--- src/rtl/ibt_pkg.sv ---
// ----------------------------------------------------------------------------
// ibt_pkg
// Shared types and constants of the interval booking table.
// ----------------------------------------------------------------------------
package ibt_pkg;

   localparam int TIME_W   = 32;
   localparam int HELD_W   = 7;

   typedef enum logic [1:0] {
      STATUS_BOOKED  = 2'd0,
      STATUS_OVERLAP = 2'd1,
      STATUS_FULL    = 2'd2,
      STATUS_INVALID = 2'd3
   } status_type;

   // request broadcast from the controller to every cell
   typedef struct packed {
      logic              capture;
      logic              commit;
      logic [TIME_W-1:0] start_time;
      logic [TIME_W-1:0] end_time;
   } bcast_type;

   // table summary returned to the controller
   typedef struct packed {
      logic clash;
      logic full;
   } stat_type;

endpackage

--- src/rtl/ibt_cell.sv ---
// ----------------------------------------------------------------------------
// ibt_cell
// One table slot: holds an interval, flags overlap with a captured request,
// and fills itself when its lower neighbor is occupied and it is not.
// ----------------------------------------------------------------------------
module ibt_cell #(
   parameter int CMP_BITS = 32
) (
   input  logic               clock,
   input  logic               reset,
   input  ibt_pkg::bcast_type bus,
   input  logic               prev_valid,
   output logic               valid,
   output logic               hit
);

   logic                valid_ff;
   logic                valid_in;
   logic                hit_ff;
   logic                hit_in;
   logic [CMP_BITS-1:0] start_ff;
   logic [CMP_BITS-1:0] end_ff;
   logic [CMP_BITS-1:0] req_start;
   logic [CMP_BITS-1:0] req_end;
   logic                write_en;

   assign req_start = bus.start_time[CMP_BITS-1:0];
   assign req_end   = bus.end_time[CMP_BITS-1:0];
   assign write_en  = bus.commit && !valid_ff && prev_valid;

   always_comb begin
      valid_in = valid_ff || write_en;
      hit_in   = hit_ff;
      if (bus.capture) begin
         hit_in = valid_ff && (start_ff < req_end) && (end_ff > req_start);
      end
   end

   always_ff @(posedge clock) begin
      if (reset) begin
         valid_ff <= 1'b0;
         hit_ff   <= 1'b0;
      end else begin
         valid_ff <= valid_in;
         hit_ff   <= hit_in;
      end
   end

   always_ff @(posedge clock) begin
      if (write_en) begin
         start_ff <= req_start;
         end_ff   <= req_end;
      end
   end

   assign valid = valid_ff;
   assign hit   = hit_ff;

endmodule

--- config.mk ---
export PLATFORM = sky130hd
export DESIGN_NAME = ibt_cell
export DESIGN_NICKNAME = d
export VERILOG_FILES = /design/src/rtl/ibt_pkg.sv /design/src/rtl/ibt_cell.sv
export SDC_FILE = /design/constraint.sdc
export NUM_CORES = 1
export LEC_CHECK = 0
export BUFFER_PORTS_ARGS = -buffer_cell sky130_fd_sc_hd__buf_2
export CAP_MARGIN = 15
export CORE_MARGIN = 3
export CORE_UTILIZATION = 45
export CTS_CLUSTER_SIZE = 8
export DETAILED_ROUTE_END_ITERATION = 10
export PLACE_DENSITY = 0.7
export SLEW_MARGIN = 15
export SYNTH_ARGS = -nofsm -noshare
export SYNTH_HDL_FRONTEND = slang
export SYNTH_SLANG_ARGS = --single-unit
--- constraint.sdc ---
create_clock -name clock -period 3.55 [get_ports clock]
set_input_delay 0.1775 -clock clock [delete_from_list [all_inputs] [get_ports clock]]
set_output_delay 0.1775 -clock clock [all_outputs]
set_load 0.05 [all_outputs]
# ---- Yosys cells after proc, flatten, opt, wreduce, memory -nomap -nowiden
# Cells that the tools add are included.
dict set report classes {
  n_addsub 0
  mul 0
  n_div 0
  order_cmp 2
  eq_ne 0
  n_shift 0
  n_mux 0
  bitwise 0
  n_reduce_logical 6
}
# operator n
set ops {}
lappend ops {{32-bit greater-than comparator} 1}
lappend ops {{32-bit less-than comparator} 1}
lappend ops {{1-bit logical AND} 4}
lappend ops {{1-bit logical NOT} 1}
lappend ops {{1-bit logical OR} 1}
dict set report totals {
  register_bits 66
  latchBits 0
  ramBits 0
  mem_bits_ro 0
  output_inout_bits 2
  wordCells 12
  n_memories 0
}

# ---- Longest topological paths before layout
dict set report logic_depth {
  word_depth 4
  mapped_depth 8
  mapped_depth_nobuf 8
}

# ---- Worst setup path before layout
# Ideal clock, no wire load.
dict set report synth_timing {
  path_type {register -> register}
  start {register valid_ff (netlist: valid)}
  end {register end_ff[0], enable pin}
  arrival_ps 3248
  path_slack_ps -186
  stages_incl_launch_ff 2
  n_path_buf 0
  period_less_slack_ps 3736
  cell_sequence {dfxtp_1 nor2_1}
}
dict set report synth_via {
  elab_chain_cells 3
}
# element line_no
set synth_lines {}
lappend synth_lines {{start, declared} ibt_cell.sv:17} ;# logic valid_ff;
lappend synth_lines {{start signal, assigned} ibt_cell.sv:44} ;# valid_ff <= valid_in;
lappend synth_lines {{1-bit logical NOT} ibt_cell.sv:29} ;# assign write_en = bus.commit && !valid_ff && prev_valid;
lappend synth_lines {{1-bit logical AND (2 in series)} ibt_cell.sv:29}
lappend synth_lines {{net write_en} ibt_cell.sv:25} ;# logic write_en;
lappend synth_lines {{end signal, assigned} ibt_cell.sv:52} ;# end_ff <= req_end;
lappend synth_lines {{end, declared} ibt_cell.sv:22} ;# logic [CMP_BITS-1:0] end_ff;
# The timed path passes the listed nets, and every way through them passes these cells.
# A chain may end at the register's enable or synchronous reset.

# ---- Worst setup path after layout
dict set report layout_timing {
  start {register end_ff[5]}
  end {register hit_ff (netlist: hit)}
}
dict set report layout_via {
  elab_chain_cells 2
}
# element line_no
set layout_lines {}
lappend layout_lines {{32-bit greater-than comparator} ibt_cell.sv:35} ;# hit_in = valid_ff && (start_ff < req_end) && (end_ff > req_start);
lappend layout_lines {{1-bit logical AND} ibt_cell.sv:35}
lappend layout_lines {{end signal, assigned} ibt_cell.sv:45} ;# hit_ff <= hit_in;
lappend layout_lines {{end, declared} ibt_cell.sv:19} ;# logic hit_ff;
# No other way between the ends.

==> impl_metrics.ini <==
[sta]
drv_slew = 0
finalSetupTns_ps = 0
min_period_ps = 2100
setup-violations-final = 0
clock_skew_ps = 9.24
worstMarginPinSlew_ps = 470
finalCritPeriodShare_pct = 59.1
slew_headroom_pct = 67.8
final_hold_viol_count = 0
whs_ps = 22.6
fmaxAchievable_mhz = 477
rsz0062_at_grt = no

[clocking]
clock_latency_ps = 340
cts_tree = done
cts-resized-gates = 0
numCtsBuffers = 9
root_buffer = clkbuf_8
cts_sinks = 66
clockBufferDepth = 2
htree_num_levels = 3
path_clk_slew_ps = 70

[global_route]
grt_pass1_wl_um = 11400
antenna_found_initial = 0
grt_pass1_vias = 2517
grt_overflow = 0
track_usage_pct = 16.8
grt_max_degree = 31

[placement]
dp.cells = 466
place_hpwl_um = 5640
finalWeightedCongestion = 0.828
io_buffer_count = 70
postPlaceCellArea_um2 = 4060

[synth]
ys_ff_latch = 66
synth_top_area_share_pct = 53.9
synth_top_cell_by_area = edfxtp_1
ys_seq_area_share_pct = 55.0
yosys-top-cells-count = 64 x edfxtp_1, 64 x inv_1, 63 x ha_1
netlist_top_cells_area = edfxtp_1 54%, ha_1 22%, inv_1 6.7%
syn_inst = 295
synthFlopType = edfxtp_1
synth_area_um2 = 3560
synth_edf_count = 64
avgSynthCellArea_um2 = 12.1
syn_nets = 427
synthArstFlopShare_pct = 0
yosysWarnings = 0
synth_cell_types = 29

[pwr]
peakVddDrop_uv = 243
p_per_area_nw_per_um2 = 392
total_leakage_power_nw = 1.99

[floorplanning]
placementRows = 31
die_area_um2 = 9030
initial_core_util_pct = 47.6
top_level_ports = 71
core-area_um2 = 7490
die_w_um = 95
die_h_um = 95

[finish]
final_cells = 483
multiInputGateArea_um2 = 1370
fillers = 652
nets = 511
area_growth_pct = 19.0
drive_gt1_share_pct = 23.4
seq_area_um2 = 1960
final_core_util_pct = 56.7
final_cell_area_um2 = 4240
antennaDiodeCount = 0

[drt]
drc = 0
antenna_left = 0
viasPerCell = 5.07
post_drt_wl_per_cell_um = 14.5
drt_first_iter_violations = 112
vias = 2448
dr.pass1.iters = 4
routed_wl_um = 7000

[status]
status = finished, final reports clean

[hold_path]
min_path_type = in2reg

[critical_path]
worstPathRequired_ps = 3770
critPathCaptureType = flip-flop
path_max_fanout = 2
path_class = reg2reg
start_kind = flip-flop
critical_path_arrival_ps = 2320

[flow_run]
drv_cap = 0
==> final cells by class <==
type,count,area share (%)
multi-input combinational,165,32.3
clock inverter,6,1.03
clock buffer,10,3.01
inverter,64,5.66
sequential,66,46.2
tap,99,2.92
timing repair buffer,73,8.85
==> path summary, 6_finish.rpt <==
check                                         start                   to  slack (ps)  cells past startpoint
worst max-delay path            end_ff[5]$_DFFE_PP_     hit$_SDFFE_PP0P_        1450                      7
worst min-delay path                         bus[4]  end_ff[4]$_DFFE_PP_          20                      1
worst max register to register  end_ff[5]$_DFFE_PP_     hit$_SDFFE_PP0P_        1450                      7
worst min register to register     hit$_SDFFE_PP0P_     hit$_SDFFE_PP0P_         490                      2
==> power breakdown <==
part           internal [mW]  switching (mW)  total, mW
registers              0.894          0.0108      0.904
clock network          0.254           0.290      0.544
logic                 0.0924           0.121      0.214
==> worst max-delay path: stages (launching register included) <==
cell,delay (ps)
edfxtp_1,390
ha_1,300
a21oi_1,120
o21ai_0,110
a221o_1,330
o31a_1,310
a2111oi_2,290
o31ai_1,120
==> cell families after synthesis <==
logic type | count (synthesis) | share of synthesized area (%)
and+or+nand+nor | 51 | 7.06
AOI/OAI and AO/OA | 51 | 9.06
buffers and inverters | 64 | 6.74
DFF | 66 | 55.0
adders and majority gates | 63 | 22.1
==> routing by layer <==
layer,vias up,track usage (%),routed length [um]
met5,-,0,0
met4,0,5.53,106
met3,9,4.54,329
met2,64,26.8,3220
met1,1139,22.3,3340
li1,1236,-,-
==> flip-flops by register name, indices dropped and copies added (netlist names) <==
signal / cells
hit: 1
start_ff: 32
end_ff: 32
valid: 1
==> layout by cell type, fill, tap and decap left out, types with 2 or more instances in the layout <==
master,n
clkbuf_8,9
nor4_1,3
a21o_1,3
a21oi_1,21
nand2_1,15
inv_1,64
a211oi_1,5
nand4_1,11
nor2b_1,3
nor2_1,8
dfxtp_1,2
buf_4,2
buf_2,70
o21ai_0,9
nand3_1,7
clkinv_2,2
ha_1,63
clkinv_4,3
edfxtp_1,64
o211ai_1,2
==> what timing repair did <==
action	4_1_cts	5_1_grt
endpoints found under the hold margin	1	0
setup endpoints to repair	0	0
hold buffers	1	0
buffers inserted	0	0
==> metrics by stage <==
step	power (mW)	setup slack [ps]
6_report	1.66	1450
5_1_grt	1.75	1300
3_3_place_gp	1.13	1530
2_1_floorplan	1.04	885
4_1_cts	1.69	1440
3_5_place_dp	1.13	1460
(Power assumes the default switching activity.)
