### config.mk
export PLATFORM = sky130hd
export DESIGN_NAME = ibt_ctrl_flat
export DESIGN_NICKNAME = d
export VERILOG_FILES = /design/src/rtl/ibt_pkg.sv /design/src/rtl/ibt_if.sv /design/src/rtl/ibt_ctrl.sv /design/src/flat_wrapper.sv
export SDC_FILE = /design/constraint.sdc
export NUM_CORES = 1
export LEC_CHECK = 0
export BUFFER_PORTS_ARGS = -buffer_cell sky130_fd_sc_hd__buf_2
export CORE_MARGIN = 3
export CORE_UTILIZATION = 45
export CTS_BUF_LIST = sky130_fd_sc_hd__clkbuf_16
export CTS_CLUSTER_DIAMETER = 120
export DETAILED_ROUTE_END_ITERATION = 8
export PLACE_DENSITY_LB_ADDON = 0.12
export REMOVE_ABC_BUFFERS = 1
export SYNTH_ARGS = -nofsm -noshare
export SYNTH_HDL_FRONTEND = slang
export SYNTH_SLANG_ARGS = --single-unit
### constraint.sdc
create_clock -name clock -period 3.7 [get_ports clock]
set_input_delay 0.555 -clock clock [delete_from_list [all_inputs] [get_ports clock]]
set_output_delay 0.555 -clock clock [all_outputs]
set_load 0.005 [all_outputs]
### src/rtl/ibt_pkg.sv
// ----------------------------------------------------------------------------
// ibt_pkg
// Shared types and constants of the interval booking table.
// ----------------------------------------------------------------------------
package ibt_pkg;

   localparam int TIME_W   = 32;
   localparam int HELD_W   = 7;

   typedef enum logic [1:0] {
      STATUS_BOOKED  = 2'd0,
      STATUS_OVERLAP = 2'd1,
      STATUS_FULL    = 2'd2,
      STATUS_INVALID = 2'd3
   } status_type;

   // request broadcast from the controller to every cell
   typedef struct packed {
      logic              capture;
      logic              commit;
      logic [TIME_W-1:0] start_time;
      logic [TIME_W-1:0] end_time;
   } bcast_type;

   // table summary returned to the controller
   typedef struct packed {
      logic clash;
      logic full;
   } stat_type;

endpackage

### src/rtl/ibt_if.sv
// ----------------------------------------------------------------------------
// ibt_req_if / ibt_rsp_if
// Valid/ready channels for booking requests and their responses.
// ----------------------------------------------------------------------------
interface ibt_req_if;
   logic                      valid;
   logic                      ready;
   logic [ibt_pkg::TIME_W-1:0] start_time;
   logic [ibt_pkg::TIME_W-1:0] end_time;

   modport source (output valid, output start_time, output end_time, input ready);
   modport sink   (input valid, input start_time, input end_time, output ready);
endinterface

interface ibt_rsp_if;
   logic                       valid;
   logic                       ready;
   ibt_pkg::status_type        status;
   logic [ibt_pkg::HELD_W-1:0] bookings_held;

   modport source (output valid, output status, output bookings_held, input ready);
   modport sink   (input valid, input status, input bookings_held, output ready);
endinterface

### src/rtl/ibt_ctrl.sv
// ----------------------------------------------------------------------------
// ibt_ctrl
// Request sequencer: captures a request, resolves status from the cell
// summary, commits bookings and holds the response register.
// ----------------------------------------------------------------------------
module ibt_ctrl #(
   parameter int CMP_BITS = 32,
   parameter int CNT_W    = 7
) (
   input  logic               clock,
   input  logic               reset,
   ibt_req_if.sink            req,
   ibt_rsp_if.source          rsp,
   input  ibt_pkg::stat_type  stat,
   output ibt_pkg::bcast_type bus,
   output logic [CNT_W-1:0]   held
);

   typedef enum logic {
      ST_IDLE,
      ST_EVAL
   } state_type;

   state_type                  state_ff;
   logic [ibt_pkg::TIME_W-1:0] start_ff;
   logic [ibt_pkg::TIME_W-1:0] end_ff;
   logic                       invalid_ff;
   logic                       invalid_in;
   logic [CNT_W-1:0]           held_cnt_ff;
   logic [CNT_W-1:0]           held_cnt_in;
   logic                       rsp_valid_ff;
   logic                       rsp_valid_in;
   ibt_pkg::status_type        status_ff;
   ibt_pkg::status_type        status_in;
   logic [ibt_pkg::HELD_W-1:0] held_out_ff;
   logic                       capture;
   logic                       out_free;
   logic                       load;
   logic                       commit;

   assign req.ready = (state_ff == ST_IDLE);
   assign capture   = req.valid && req.ready;
   assign out_free  = !rsp_valid_ff || rsp.ready;
   assign load      = (state_ff == ST_EVAL) && out_free;
   assign invalid_in = req.start_time[CMP_BITS-1:0] >= req.end_time[CMP_BITS-1:0];
   assign rsp_valid_in = load || (rsp_valid_ff && !rsp.ready);

   always_comb begin
      priority if (invalid_ff) begin
         status_in = ibt_pkg::STATUS_INVALID;
      end else if (stat.clash) begin
         status_in = ibt_pkg::STATUS_OVERLAP;
      end else if (stat.full) begin
         status_in = ibt_pkg::STATUS_FULL;
      end else begin
         status_in = ibt_pkg::STATUS_BOOKED;
      end
   end

   assign commit      = load && (status_in == ibt_pkg::STATUS_BOOKED);
   assign held_cnt_in = commit ? held_cnt_ff + 1'b1 : held_cnt_ff;

   always_comb begin
      bus.capture = capture;
      bus.commit  = commit;
      if (state_ff == ST_IDLE) begin
         bus.start_time = req.start_time;
         bus.end_time   = req.end_time;
      end else begin
         bus.start_time = start_ff;
         bus.end_time   = end_ff;
      end
   end

   always_ff @(posedge clock) begin
      if (reset) begin
         state_ff     <= ST_IDLE;
         rsp_valid_ff <= 1'b0;
         held_cnt_ff  <= '0;
      end else begin
         rsp_valid_ff <= rsp_valid_in;
         unique case (state_ff)
            ST_IDLE: begin
               if (capture) begin
                  start_ff   <= req.start_time;
                  end_ff     <= req.end_time;
                  invalid_ff <= invalid_in;
                  state_ff   <= ST_EVAL;
               end
            end
            ST_EVAL: begin
               if (load) begin
                  status_ff    <= status_in;
                  held_out_ff  <= ibt_pkg::HELD_W'(held_cnt_in);
                  held_cnt_ff  <= held_cnt_in;
                  state_ff     <= ST_IDLE;
               end
            end
            default: begin
               state_ff <= ST_IDLE;
            end
         endcase
      end
   end

   assign rsp.valid         = rsp_valid_ff;
   assign rsp.status        = status_ff;
   assign rsp.bookings_held = held_out_ff;
   assign held              = held_cnt_ff;

`ifndef SYNTHESIS
   a_commit_clean: assert property (@(posedge clock) disable iff (reset)
      commit |-> !stat.full && !stat.clash && !invalid_ff)
      else $error("booking committed into a full or conflicting table");

   a_count_step: assert property (@(posedge clock) disable iff (reset)
      commit |=> held_cnt_ff == $past(held_cnt_ff) + 1'b1)
      else $error("held count did not advance on booking");

   a_capture_eval: assert property (@(posedge clock) disable iff (reset)
      capture |=> state_ff == ST_EVAL && !req.ready)
      else $error("captured request not evaluated");
`endif

endmodule

### src/flat_wrapper.sv
// flat-port wrapper written by rule: the top's interface ports become plain ports
module ibt_ctrl_flat 
#(
   parameter int CMP_BITS = 32,
   parameter int CNT_W    = 7
)
  (clock, reset, stat, bus, held, req_valid, req_start_time, req_end_time, req_ready, rsp_valid, rsp_status, rsp_bookings_held, rsp_ready);
  ibt_req_if req_i ();
  ibt_rsp_if rsp_i ();
  input  logic clock;
  input  logic reset;
  input  ibt_pkg::stat_type stat;
  output ibt_pkg::bcast_type bus;
  output logic [CNT_W-1:0] held;
  input wire logic [$bits(req_i.valid)-1:0] req_valid;
  input wire logic [$bits(req_i.start_time)-1:0] req_start_time;
  input wire logic [$bits(req_i.end_time)-1:0] req_end_time;
  output wire logic [$bits(req_i.ready)-1:0] req_ready;
  output wire logic [$bits(rsp_i.valid)-1:0] rsp_valid;
  output wire logic [$bits(rsp_i.status)-1:0] rsp_status;
  output wire logic [$bits(rsp_i.bookings_held)-1:0] rsp_bookings_held;
  input wire logic [$bits(rsp_i.ready)-1:0] rsp_ready;
  assign req_i.valid = req_valid;
  assign req_i.start_time = req_start_time;
  assign req_i.end_time = req_end_time;
  assign req_ready = req_i.ready;
  assign rsp_valid = rsp_i.valid;
  assign rsp_status = rsp_i.status;
  assign rsp_bookings_held = rsp_i.bookings_held;
  assign rsp_i.ready = rsp_ready;
  ibt_ctrl #(.CMP_BITS(CMP_BITS), .CNT_W(CNT_W)) u_core (.clock(clock), .reset(reset), .req(req_i), .rsp(rsp_i), .stat(stat), .bus(bus), .held(held));
endmodule
# Word level (Yosys, flattened, before mapping)
# Cells that the tools add are included.
# op_classes
addsub	1
n_lt_le_gt_ge	1
mux	8
n_bitwise	2
reduce_logical	12
# op_table
op	count
$mux W64	1
$ge A32 B32 Y1	1
$add A7 B1 Y7 const B	1
$mux W7	1
$mux W2	3
$reduce_and A3 Y1	2
$logic_and A1 B1 Y1	4
$logic_not A1 Y1	2
$logic_not A2 Y1	1
$logic_or A1 B1 Y1	2
$mux W1	2
$not A1 Y1	2
$pmux W1 S2	1
$reduce_and A2 Y1	1
# word_totals
register_bits	83
inputBits	70
output_inout_bits	84
word_cells	32

# Longest topological paths before layout
# logic_depth
depth_word	6
depth_mapped	7
ltp_nobuf	7

# Worst setup path before layout
# Ideal clock, no wire load.
# synth_timing
kind	input -> register
startpoint	input reset
endpoint	register u_core.end_ff[0] in the netlist's numbering (enable)
t_arrival_ps	3494
setup_slack_ps	-282
cell_stages	2
path_buffers	1
path_cell_list	clkbuf_1 nor2_1
# synth_via
elab_chain_len	2
# synth_lines
item	line_no	source
start, declared	flat_wrapper.sv:11	input logic reset;
$not A1 Y1 (no source line)	-	
$reduce_and A3 Y1 (no source line)	-	
end signal, assigned	ibt_ctrl.sv:86	end_ff <= req.end_time;
end, declared	ibt_ctrl.sv:26	logic [ibt_pkg::TIME_W-1:0] end_ff;
# No other way between the ends.
# A chain may end at the register's enable or synchronous reset.

==> results.ini <==
[final_layout]
diodes=0
drive_gt1_share_pct=35.5
syn2layout_area_growth_pct=27.4
fin_nets=596
finalInstanceArea_sq_mm=0.00532
n_fill_cell=750

[synth]
synth.cells.most_frequent=74 x edfxtp_1, 40 x nand2_1, 35 x inv_1
ys.flop_type=edfxtp_1
ys_seq_area_share_pct=57.5
avgSynthCellArea_sq_um=12.3
netlist_instances=341
synth.distinct_cells=34
ys.warnings.count=0
yosys.area.top_type=edfxtp_1
syn_area_sq_mm=0.00418
yosysMostFrequentCell=edfxtp_1
synth.area.top_cells=edfxtp_1 53%, ha_1 9.9%, mux2_1 8.9%
synth-async-reset-ratio_pct=0
synth_edf_count=74
synth_seq_cells=83
yosysTopAreaCellShare_pct=53.2

[worst_setup_path]
critical_path_class=flip-flop to output pin
r2r_setup_slack_ns=1.31
critical_path.slowest_cell=dfxtp_4
r2r_cells=2
cp.arrival_ns=2.08
worstPathCellList=nand2_1 -> nor3_4 -> buf_2
critPathMaxFanout=100
crit_required_ns=3.14
cp_slowest_stage_delay_ns=1.04
worstSetupStartpointType=flip-flop
cp-end-kind=output pin

[sta]
fmax_mhz=380
skew_ns=0.00718
post-route-min-period_ns=2.63
relSlewSlack_pct=27.0
rsz0062_at_grt=false
period_share_pct=71.1
worst_hold_slack_ns=0.419
final.setup.worst_slack_ns=1.07
setup_viol_count_final=0
hold_viol_final=0
slew_violations=0
worstMarginPinSlew_ns=1.09

[die]
die_area_sq_mm=0.0105
io-pin-count=154
die_y_microns=102
coreArea_sq_mm=0.00885
rows=34
die_w_microns=102
start_util_pct=47.2

[power]
power_uw=2230
leakagePower_uw=0.00241
p_per_area_mw_per_mm2=419
ir_drop_mv=0.264

[status]
outcome=completed

[global_routing]
grt_overflow=0
antenna_found_initial=0
grt_pass1_wl_microns=13900
grt_max_degree=101
grtUsageTotal_pct=16.8
grt_pass1_vias=2917

[cts]
cts_max_level=3
ctsResizeCount=0
path_clk_slew_ns=0.06
numCtsBuffers=9
cts_setup_buffers=0
clockBufferDepth=2
cts_tree=yes
cts_hold_buffers=0
cts_root_buf=clkbuf_16
clock_latency_ns=0.32
clock-sinks=83

[routing]
wl_microns=8950
antenna_left=0
via_per_inst=5.02
drcViolationCount=0
drt_iter0_drc=85
dr_total_vias=3044
wl_per_cell_microns=14.8
drt-pass1-iter-count=4

[hold_path]
min_path_type=input port to flip-flop
worstHoldPathCells=1

[placed_design]
port_buffers=153
pre_cts_ws_ns=0.962
dp_hpwl_microns=6730
dpl_cell_area_sq_mm=0.00502
gp_congestion=0.771

[flow_run]
drv_cap=0

## report_power, final
| part | switching, uW | internal (uW) | total, uW | leakage, uW |
|---|---|---|---|---|
| Clock | 342 | 530 | 872 | 0.000160 |
| Combinational | 139 | 133 | 272 | 0.00148 |
| Sequential | 28.1 | 1060 | 1090 | 0.000768 |
| Total | 510 | 1720 | 2230 | 0.00241 |
## placed cells by master (no fill, tap or decap), types with 4 or more instances in the layout
master / Yosys / routed
nand3_1: 6 / 6
a21o_1: 4 / 4
edfxtp_1: 74 / 74
nor2_1: 5 / 4
ha_1: 33 / 33
buf_2: 4 / 153
o21ai_1: 30 / 30
xor2_1: 4 / 4
dfxtp_1: 9 / 8
clkbuf_16: 0 / 11
mux2_1: 33 / 33
o21ai_0: 5 / 5
nand2_1: 40 / 40
nor2b_1: 8 / 8
nand4_1: 6 / 6
a21oi_1: 14 / 14
inv_1: 35 / 38
## state kept, by name, indices dropped and copies added, names as in the netlist
signal                    cells
u_core.end_ff                32
u_core.start_ff              32
u_core.held                   7
u_core.rsp.bookings_held      7
u_core.rsp.status             2
u_core.invalid_ff             1
u_core.rsp.valid              1
u_core.state_ff               1
## kinds of logic (layout without fill, tap and decap cells)
kind of cell	count (synthesis)	count (layout)	synth area share, %
flops	83	83	57.5
simple gates	78	78	9.61
compound gates	58	58	7.67
buf+inv	50	207	5.18
fa+ha+maj	33	33	9.88
mux	33	33	8.89
xor+xnor	6	6	1.26
## metal layers
metal  up-vias  wire [microns]  part of all wire [%]  GRT usage [%]
met5         -               0                     0              0
met4         0              56                  0.63           3.73
met3         5             766                   8.6           6.42
met2       101            4170                    47           27.3
met1      1409            3950                    44           21.5
li1       1529               -                     -              -
## cell type report
| class | instances | area, sq um | area share, % |
|---|---|---|---|
| flip-flops and latches | 83 | 2410 | 45.2 |
| clock inverters | 5 | 23.8 | 0.447 |
| multi-input cells | 208 | 1570 | 29.4 |
| clock buffers | 11 | 275 | 5.17 |
| well taps | 108 | 135 | 2.54 |
| inverters | 36 | 135 | 2.54 |
| repair buffers | 155 | 781 | 14.7 |
## stage by stage
stage                     cells  TNS [ns]  utilization [%]
after floorplan             327    -73.03                -
after global placement      590         0             56.8
after detailed placement    590         0             56.8
after CTS                   606         0             60.2
after global routing        606         0             60.2
final                       606         0             60.2
## final timing paths
check,start,endpoint
setup / recovery,u_core.state_ff,bus[64]
hold / removal,req_end_time[24],u_core.end_ff[24]
setup reg to reg,u_core.state_ff,u_core.rsp.bookings_held[2]
hold reg to reg,u_core.rsp.valid,u_core.rsp.valid
## worst max-delay path: cells and delay by family (launching register included)
kind          cells  cell delay (ns)
flops             1             1.04
simple gates      2             0.53
buf+inv           1             0.15
Note: power is estimated with default switching activity, not from simulation.
